**src/hdl/b64_pkg.sv**
```systemverilog
// ----------------------------------------------------------------------------
// b64_pkg: shared types and helpers of the base64 codec
// character mapping, character classes and the job record passed to the back end
// ----------------------------------------------------------------------------
package b64_pkg;

  localparam int QUEUE_DEPTH = 2;
  localparam int QPTR_W      = $clog2(QUEUE_DEPTH);
  localparam int QCNT_W      = $clog2(QUEUE_DEPTH + 1);

  localparam logic [7:0] PAD_CHAR = 8'h3D;

  localparam logic DIR_ENCODE = 1'b0;
  localparam logic DIR_DECODE = 1'b1;

  // character classes: 0..63 alphabet value
  localparam logic [6:0] CLS_PAD = 7'd64;
  localparam logic [6:0] CLS_BAD = 7'd65;

  typedef struct packed {
    logic [3:0][7:0] bytes;
    logic [3:0]      bad;
    logic [2:0]      count;
    logic            last;
  } job_t;

  typedef struct packed {
    logic full;
    logic empty;
  } q_stat_t;

  function automatic logic [7:0] enc_char(input logic [5:0] v);
    logic [7:0] c;
    if (v < 6'd26) begin
      c = 8'h41 + {2'b00, v};
    end else if (v < 6'd52) begin
      c = 8'h61 + {2'b00, v} - 8'd26;
    end else if (v < 6'd62) begin
      c = 8'h30 + {2'b00, v} - 8'd52;
    end else if (v == 6'd62) begin
      c = 8'h2B;
    end else begin
      c = 8'h2F;
    end
    return c;
  endfunction

  function automatic logic [6:0] classify(input logic [7:0] c);
    logic [6:0] r;
    if (c >= 8'h41 && c <= 8'h5A) begin
      r = 7'(c - 8'h41);
    end else if (c >= 8'h61 && c <= 8'h7A) begin
      r = 7'(c - 8'h61 + 8'd26);
    end else if (c >= 8'h30 && c <= 8'h39) begin
      r = 7'(c - 8'h30 + 8'd52);
    end else if (c == 8'h2B) begin
      r = 7'd62;
    end else if (c == 8'h2F) begin
      r = 7'd63;
    end else if (c == PAD_CHAR) begin
      r = CLS_PAD;
    end else begin
      r = CLS_BAD;
    end
    return r;
  endfunction

endpackage

```
**src/hdl/b64_front.sv**
```systemverilog
// ----------------------------------------------------------------------------
// b64_front: item intake and group tracking
// gathers encode and decode groups and turns each group into a job of results
// ----------------------------------------------------------------------------
module b64_front (
  input  logic          clk,
  input  logic          rst,
  input  logic          cfg_wr_en,
  input  logic          cfg_wr_data,
  input  logic          in_valid,
  input  logic [7:0]    in_byte,
  input  logic          in_last,
  output logic          in_ready,
  input  b64_pkg::q_stat_t q_stat,
  output logic          push,
  output b64_pkg::job_t push_job
);
  import b64_pkg::*;

  logic        direction;
  logic [23:0] group_bits, group_bits_next;
  logic [1:0]  group_count, group_count_next;
  logic [1:0]  pad_count, pad_count_next;

  logic        accept;
  job_t        job;

  // encode
  logic [23:0] enc_bits;
  logic [2:0]  enc_nchars;

  // decode
  logic [6:0]  cls;
  logic        is_pad, is_bad, rejected;
  logic [23:0] gb_after, fl_bits;
  logic [1:0]  gc_after, pad_after, data_n, fl_n;
  logic [7:0]  fl_b0, fl_b1;
  logic        fl_bad, do_flush;

  assign in_ready = !q_stat.full;
  assign accept   = in_valid && in_ready;
  assign push     = accept && (job.count != 3'd0);
  assign push_job = job;

  assign cls      = classify(in_byte);
  assign is_pad   = (cls == CLS_PAD);
  assign is_bad   = (cls == CLS_BAD);
  assign rejected = is_bad || (is_pad && group_count < 2'd2) ||
                    (!is_pad && pad_count != 2'd0);

  always_comb begin
    job              = '0;
    job.last         = in_last;
    group_bits_next  = group_bits;
    group_count_next = group_count;
    pad_count_next   = pad_count;
    enc_bits         = '0;
    enc_nchars       = 3'd4;
    gb_after         = group_bits;
    gc_after         = group_count;
    pad_after        = pad_count;
    fl_bits          = '0;
    data_n           = '0;
    fl_n             = '0;
    fl_b0            = '0;
    fl_b1            = '0;
    fl_bad           = 1'b0;
    do_flush         = 1'b0;

    if (direction == DIR_ENCODE) begin
      if (group_count == 2'd2) begin
        enc_bits   = {group_bits[15:0], in_byte};
        enc_nchars = 3'd4;
        job.count  = 3'd4;
      end else if (in_last) begin
        enc_bits   = (group_count == 2'd0) ? {in_byte, 16'h0000}
                                           : {group_bits[7:0], in_byte, 8'h00};
        enc_nchars = {1'b0, group_count} + 3'd2;
        job.count  = 3'd4;
      end
      job.bytes[0] = enc_char(enc_bits[23:18]);
      job.bytes[1] = enc_char(enc_bits[17:12]);
      job.bytes[2] = (enc_nchars > 3'd2) ? enc_char(enc_bits[11:6]) : PAD_CHAR;
      job.bytes[3] = (enc_nchars > 3'd3) ? enc_char(enc_bits[5:0]) : PAD_CHAR;
      if (job.count != 3'd0) begin
        group_bits_next  = '0;
        group_count_next = '0;
      end else begin
        group_bits_next  = {group_bits[15:0], in_byte};
        group_count_next = group_count + 2'd1;
      end
      pad_count_next = '0;
    end else begin
      if (!rejected) begin
        gb_after  = {group_bits[17:0], is_pad ? 6'd0 : cls[5:0]};
        pad_after = pad_count + {1'b0, is_pad};
        if (group_count == 2'd3) begin
          gc_after = 2'd0;
        end else begin
          gc_after = group_count + 2'd1;
        end
      end

      do_flush = in_last && (gc_after != 2'd0);
      case (gc_after)
        2'd1:    fl_bits = {gb_after[5:0], 18'd0};
        2'd2:    fl_bits = {gb_after[11:0], 12'd0};
        2'd3:    fl_bits = {gb_after[17:0], 6'd0};
        default: fl_bits = '0;
      endcase
      data_n = gc_after - pad_after;
      if (data_n >= 2'd2) begin
        fl_n  = data_n - 2'd1;
        fl_b0 = fl_bits[23:16];
        fl_b1 = fl_bits[15:8];
      end else begin
        fl_n   = 2'd1;
        fl_bad = 1'b1;
      end

      if (rejected) begin
        job.bytes[0] = 8'h00;
        job.bad[0]   = 1'b1;
        job.count    = 3'd1;
        if (do_flush) begin
          job.bytes[1] = fl_b0;
          job.bytes[2] = fl_b1;
          job.bad[1]   = fl_bad;
          job.count    = 3'd1 + {1'b0, fl_n};
        end
      end else if (group_count == 2'd3) begin
        job.bytes[0] = gb_after[23:16];
        job.bytes[1] = gb_after[15:8];
        job.bytes[2] = gb_after[7:0];
        job.count    = 3'd3 - {1'b0, pad_after};
      end else if (do_flush) begin
        job.bytes[0] = fl_b0;
        job.bytes[1] = fl_b1;
        job.bad[0]   = fl_bad;
        job.count    = {1'b0, fl_n};
      end

      if (do_flush || (!rejected && group_count == 2'd3)) begin
        group_bits_next  = '0;
        group_count_next = '0;
        pad_count_next   = '0;
      end else begin
        group_bits_next  = gb_after;
        group_count_next = gc_after;
        pad_count_next   = pad_after;
      end
    end
  end

  always_ff @(posedge clk) begin
    if (rst) begin
      direction   <= DIR_ENCODE;
      group_bits  <= '0;
      group_count <= '0;
      pad_count   <= '0;
    end else if (cfg_wr_en) begin
      direction   <= cfg_wr_data;
      group_bits  <= '0;
      group_count <= '0;
      pad_count   <= '0;
    end else if (accept) begin
      group_bits  <= group_bits_next;
      group_count <= group_count_next;
      pad_count   <= pad_count_next;
    end
  end

endmodule

```
**src/hdl/b64_queue.sv**
```systemverilog
// ----------------------------------------------------------------------------
// b64_queue: job queue between front and back end
// small register queue so that intake and output stall independently
// ----------------------------------------------------------------------------
module b64_queue (
  input  logic             clk,
  input  logic             rst,
  input  logic             push,
  input  b64_pkg::job_t    push_job,
  input  logic             pop,
  output b64_pkg::job_t    pop_job,
  output b64_pkg::q_stat_t q_stat
);
  import b64_pkg::*;

  job_t              slots [QUEUE_DEPTH];
  logic [QPTR_W-1:0] wr_ptr, rd_ptr;
  logic [QCNT_W-1:0] fill;

  assign q_stat.full  = (fill == QCNT_W'(QUEUE_DEPTH));
  assign q_stat.empty = (fill == '0);
  assign pop_job      = slots[rd_ptr];

  function automatic logic [QPTR_W-1:0] ptr_inc(input logic [QPTR_W-1:0] p);
    return (p == QPTR_W'(QUEUE_DEPTH - 1)) ? '0 : p + 1'b1;
  endfunction

  always_ff @(posedge clk) begin
    if (rst) begin
      wr_ptr <= '0;
      rd_ptr <= '0;
      fill   <= '0;
    end else begin
      if (push) begin
        wr_ptr <= ptr_inc(wr_ptr);
      end
      if (pop) begin
        rd_ptr <= ptr_inc(rd_ptr);
      end
      if (push && !pop) begin
        fill <= fill + 1'b1;
      end else if (pop && !push) begin
        fill <= fill - 1'b1;
      end
    end
  end

  always_ff @(posedge clk) begin
    if (push) begin
      slots[wr_ptr] <= push_job;
    end
  end

`ifndef SYNTH
  a_no_push_full: assert property (@(posedge clk) disable iff (rst)
    push |-> !q_stat.full)
    else $error("push into full queue");
  a_no_pop_empty: assert property (@(posedge clk) disable iff (rst)
    pop |-> !q_stat.empty)
    else $error("pop from empty queue");
  a_fill_bound: assert property (@(posedge clk) disable iff (rst)
    fill <= QCNT_W'(QUEUE_DEPTH))
    else $error("queue fill out of range");
  a_fill_track: assert property (@(posedge clk) disable iff (rst)
    (push && !pop) |=> (fill == $past(fill) + 1'b1))
    else $error("queue fill not advanced on push");
`endif

endmodule

```
**src/hdl/b64_back.sv**
```systemverilog
// ----------------------------------------------------------------------------
// b64_back: result sequencer
// takes jobs from the queue and, while out_ready holds, sends their results one item per cycle
// ----------------------------------------------------------------------------
module b64_back (
  input  logic             clk,
  input  logic             rst,
  input  b64_pkg::q_stat_t q_stat,
  output logic             pop,
  input  b64_pkg::job_t    pop_job,
  output logic             out_valid,
  input  logic             out_ready,
  output logic [7:0]       out_byte,
  output logic             out_last,
  output logic             out_bad
);
  import b64_pkg::*;

  logic       busy;
  job_t       cur;
  logic [1:0] idx;
  logic       fin, adv;

  assign fin = busy && ({1'b0, idx} == cur.count - 3'd1);
  assign adv = !busy || (out_ready && fin);
  assign pop = adv && !q_stat.empty;

  assign out_valid = busy;
  assign out_byte  = cur.bytes[idx];
  assign out_bad   = cur.bad[idx];
  assign out_last  = cur.last && fin;

  always_ff @(posedge clk) begin
    if (rst) begin
      busy <= 1'b0;
      idx  <= '0;
    end else if (busy && out_ready && !fin) begin
      idx <= idx + 2'd1;
    end else if (adv) begin
      busy <= !q_stat.empty;
      idx  <= '0;
    end
  end

  always_ff @(posedge clk) begin
    if (pop) begin
      cur <= pop_job;
    end
  end

endmodule

```
**src/hdl/base64_codec_core.sv**
```systemverilog
// ----------------------------------------------------------------------------
// base64_codec_core: streaming base64 encoder and decoder
// each job goes into a queue slot and then into the result register cur before it is shown
// throughput: one item per cycle in, one result per cycle out while m_axis_tready is high
// encode averages four results per three items, so the result port slows the input
// a two-job queue parts intake from output; reset clears the queue, the group
// and selects encode
// ----------------------------------------------------------------------------
module base64_codec_core (
  input  logic       clk,
  input  logic       rst,
  input  logic       cfg_wr_en,
  input  logic       cfg_wr_data,
  input  logic       s_axis_tvalid,
  output logic       s_axis_tready,
  input  logic [7:0] s_axis_tdata,   // in_byte
  input  logic       s_axis_tlast,
  output logic       m_axis_tvalid,
  input  logic       m_axis_tready,
  output logic [7:0] m_axis_tdata,   // out_byte
  output logic       m_axis_tlast,
  output logic       m_axis_tuser    // bad_char
);
  import b64_pkg::*;

  q_stat_t q_stat;
  job_t    push_job, pop_job;
  logic    push, pop;

  b64_front u_front (
    .clk         (clk),
    .rst         (rst),
    .cfg_wr_en   (cfg_wr_en),
    .cfg_wr_data (cfg_wr_data),
    .in_valid    (s_axis_tvalid),
    .in_byte     (s_axis_tdata),
    .in_last     (s_axis_tlast),
    .in_ready    (s_axis_tready),
    .q_stat      (q_stat),
    .push        (push),
    .push_job    (push_job)
  );

  b64_queue u_queue (
    .clk      (clk),
    .rst      (rst),
    .push     (push),
    .push_job (push_job),
    .pop      (pop),
    .pop_job  (pop_job),
    .q_stat   (q_stat)
  );

  b64_back u_back (
    .clk       (clk),
    .rst       (rst),
    .q_stat    (q_stat),
    .pop       (pop),
    .pop_job   (pop_job),
    .out_valid (m_axis_tvalid),
    .out_ready (m_axis_tready),
    .out_byte  (m_axis_tdata),
    .out_last  (m_axis_tlast),
    .out_bad   (m_axis_tuser)
  );

endmodule
```
**config.mk**
```make
export PLATFORM = sky130hd
export DESIGN_NAME = base64_codec_core
export DESIGN_NICKNAME = d
export VERILOG_FILES = /design/src/hdl/b64_pkg.sv /design/src/hdl/b64_front.sv /design/src/hdl/b64_queue.sv /design/src/hdl/b64_back.sv /design/src/hdl/base64_codec_core.sv
export SDC_FILE = /design/constraint.sdc
export NUM_CORES = 1
export LEC_CHECK = 0
export BUFFER_PORTS_ARGS = -buffer_cell sky130_fd_sc_hd__buf_2
export CORE_ASPECT_RATIO = 0.6
export CORE_UTILIZATION = 54
export CTS_BUF_LIST = sky130_fd_sc_hd__clkbuf_8 sky130_fd_sc_hd__clkbuf_16
export CTS_CLUSTER_SIZE = 8
export DETAILED_ROUTE_END_ITERATION = 16
export GPL_TIMING_DRIVEN = 0
export PLACE_DENSITY = 0.79
export RECOVER_POWER = 100
export SYNTH_ARGS = -nofsm -noshare
export SYNTH_HDL_FRONTEND = slang
export SYNTH_HIERARCHICAL = 1
export SYNTH_SLANG_ARGS = --single-unit
```
**constraint.sdc**
```tcl
create_clock -name clk -period 20.7 [get_ports clk]
set_clock_uncertainty 0.1 [all_clocks]
set_input_delay 1.035 -clock clk [delete_from_list [all_inputs] [get_ports clk]]
set_output_delay 1.035 -clock clk [all_outputs]
set_load 0.01 [all_outputs]
```
==> out/results.tsv <==
metric	value	unit
startpoint types	input port	
Final ANT Viol Nets	0	
number of buffers created by CTS	17	
count of max-cap constraint violations	3	
layout net count	1049	
total routed wire length on the met1 layer	12800	um
Area Overhead vs Synth	9.74	%
worst reg2reg setup slack	13.03	ns
number of distinct standard cells referenced by the synthesized netlist	88	
routability congestion estimate	1.03	
Hold Path Class	reg -> reg	
worst supply voltage drop on vdd	0.0658	mV
cell area after synthesis	0.00950	mm2
WHS Endpoint	u_back/cur[9]$_DFFE_PP_	
number of detailed-route iterations in the first pass	6	
highest metal layer used by the detailed router	met4	
buffer type at the clock tree root	clkbuf_16	
sequential area share after synthesis	44.5	%
final worst path period share	47.4	%
number of primary I/O pins	27	
depth of the most critical reg-to-reg path	17	
count of hold buffers inserted by post-cts repair	0	
count of endpoints failing hold in the final timing report	0	
total chip power	1.01	mW
DRC marker count from the first detailed-route iteration	1294	
leading cell type in the layout, fill and taps excluded	edfxtp_1	
detailed-route wire length	29400	um
CTS sink count	151	
# rows	37	
Finished Layout Cells	1245	
commonest cells after routing, fill and taps aside	edfxtp_1 (120), nand2_1 (101), nor2_1 (79), a21oi_1 (71), clkbuf_1 (66)	
share of final-layout standard cells stronger than drive strength 1	11.2	%
primary flip-flop cell chosen by synthesis mapping	edfxtp_1	
largest net degree at the start of global routing	31	
headroom to the max-slew limit	-42.3	%
Worst Min Path Start	u_queue/slots[0][9]$_DFFE_PP_	
Core Box Area	0.0172	mm2
status	finished with violations	
hold depth	1	
aggregate global routing overflow	0	
placed wire-length estimate after detailed placement	21700	um
synthesized instance count	951	
critical register-to-register path startpoint	u_front/group_count[1]$_SDFFE_PP0P_	
Setup Buffers After CTS	0	
register clock-pin slew on the reported worst setup and hold paths	0.06	ns
buffer depth of the longest clock path	2	
die height	105	um
depth of the CTS H-tree	4	
Resized cells post-CTS	0	
antenna violations before repair	0	
met3 layer wire length in the routed design	4580	um
count of final setup violators	0	
Tightest Pin Transition	2.13	ns
Crit Path Max Fanout	30	
end of the worst register-to-register path	u_queue/slots[0][31]$_DFFE_PP_	
Skew-Pair Late Insertion Delay	0.43	ns
failing checks	max-capacitance violations, max-slew violations	
endpoint class of the critical path	register	
cell area power density	96.9	mW/mm2
global-route wire length before repair	44600	um
Routed WL per cell	23.6	um
Initial Utilization	55.3	%
fraction of synthesis flops using an asynchronous set or reset pin	0	%
setup repair after global routing missed its margin	false	
Max Fclk	102	MHz
count of synthesis-stage warnings from yosys	6	
GRT Util Overall	33.2	%
WP data arrival	9.71	ns
leakage dissipation	3.75	nW
data required time at the worst endpoint	20.61	ns
number of vias per cell after detailed routing	6.58	
time the worst path needs with I/O delays and setup	9.80	ns
total of flip-flops plus latches after synthesis	151	
EDFF count, synth	120	
vias in the first global route	7511	
die width	173	um
Placed Cells	1212	
vias post-DR	8194	
total negative slack	0	ns
length of routed met2 wiring	11500	um
pre-CTS WS	13.28	ns
number of port buffers	23	
Worst Setup Slack, final	10.90	ns
remaining routing DRC violations	0	
class of the most critical setup path	in -> reg	
CTS tree	yes	
number of pins with negative max-slew slack in the final report	85	
syn avg cell area	9.99	um2
die area	0.0181	mm2
## per-stage QoR
stage	utilization, %	hold slack, ns	instance area (um2)
after floorplan	-	0.361	9510
after detailed placement	58.2	0.401	10000
final	60.7	0.448	10400
after global routing	60.7	0.453	10400
after CTS	61.6	0.442	10600
after global placement	57.7	0.390	9910
## synthesized netlist by cell type, types with 12 or more instances
| cell type | instances | area, um2 |
|---|---|---|
| edfxtp_1 | 120 | 3600 |
| nand2_1 | 101 | 379 |
| nor2_1 | 78 | 293 |
| a21oi_1 | 71 | 355 |
| o21ai_0 | 45 | 225 |
| mux2_2 | 43 | 484 |
| inv_1 | 41 | 154 |
| clkbuf_1 | 37 | 139 |
| ha_1 | 37 | 463 |
| dfxtp_1 | 31 | 621 |
| mux2i_1 | 24 | 240 |
| nor3_1 | 23 | 115 |
| nand3_1 | 21 | 105 |
| a221oi_1 | 17 | 149 |
| buf_2 | 13 | 65.1 |
| nor2b_1 | 13 | 81.3 |
| o22ai_1 | 13 | 81.3 |
| xor2_1 | 12 | 105 |
## how the worst max path moves through the flow
stage                     from                              to  slack (ns)
6_report       s_axis_tdata[2]  u_queue/slots[0][31]$_DFFE_PP_       10.90
5_1_grt        s_axis_tdata[2]  u_queue/slots[0][31]$_DFFE_PP_       10.51
4_1_cts        s_axis_tdata[2]  u_queue/slots[0][31]$_DFFE_PP_       13.68
3_5_place_dp   s_axis_tdata[2]  u_queue/slots[0][33]$_DFFE_PP_       13.28
3_3_place_gp   s_axis_tdata[2]  u_queue/slots[0][38]$_DFFE_PP_       11.07
2_1_floorplan  s_axis_tdata[2]   u_queue/slots[0][0]$_DFFE_PP_       13.34
## per-layer routing
metal,vias to the layer above,track usage (%)
li1,3648,-
met1,3909,48.3
met2,578,43.6
met3,59,14.4
met4,0,10.5
met5,-,0
## sequential cells by signal, indices dropped and copies added, names as in the netlist, named ones only
register,count
u_front/group_count,2
u_front/group_bits,18
u_queue/slots,80
u_back/idx,2
u_front/pad_count,2
u_queue/rd_ptr,1
u_front/direction,1
u_back/out_valid,1
u_queue/fill,2
u_back/cur,40
u_queue/wr_ptr,1
## power breakdown
| group | leakage, nW | internal (mW) | switching, mW |
|---|---|---|---|
| Combinational | 2.09 | 0.0940 | 0.179 |
| Clock | 0.292 | 0.177 | 0.125 |
| Sequential | 1.37 | 0.408 | 0.0281 |
| Total | 3.75 | 0.679 | 0.331 |
## critical path, stage by stage
cell,delay [ns]
clkbuf_1,0.16
clkbuf_1,0.51
inv_1,0.30
ha_1,0.27
clkbuf_1,0.20
o211a_2,0.34
a31oi_1,0.44
a21o_1,0.25
and2_0,0.30
clkbuf_1,0.53
clkbuf_1,0.47
nand2_1,0.10
nand2_1,0.13
ha_1,0.22
xnor2_1,0.38
mux2_1,0.42
ha_1,0.30
o221ai_1,0.12
a32oi_1,0.38
o21a_1,0.22
a31o_1,0.24
nor2b_1,0.89
clkbuf_1,1.43
## area by class of cell
| cell class | instances | area (um2) |
|---|---|---|
| well taps | 234 | 293 |
| fillers | 1439 | 6750 |
| multi-input cells | 693 | 4770 |
| clock buffers | 22 | 517 |
| inverters | 43 | 161 |
| flip-flops and latches | 151 | 4220 |
| repair buffers | 26 | 113 |
| plain buffers | 65 | 279 |
| clock inverters | 10 | 67.6 |
| diodes | 1 | 2.50 |
## logic make-up after synthesis
logic type	after synthesis	share of synthesized area, %
AO/OA/AOI/OAI	269	19.3
XOR/XNOR	21	2.01
adder cells (fa/ha/maj)	37	4.87
buffers and inverters	108	5.08
flip-flops	151	44.5
multiplexers	78	10.2
other	1	0.0395
AND/OR/NAND/NOR	286	14.1
No activity file was read; power rests on OpenSTA's default activity.
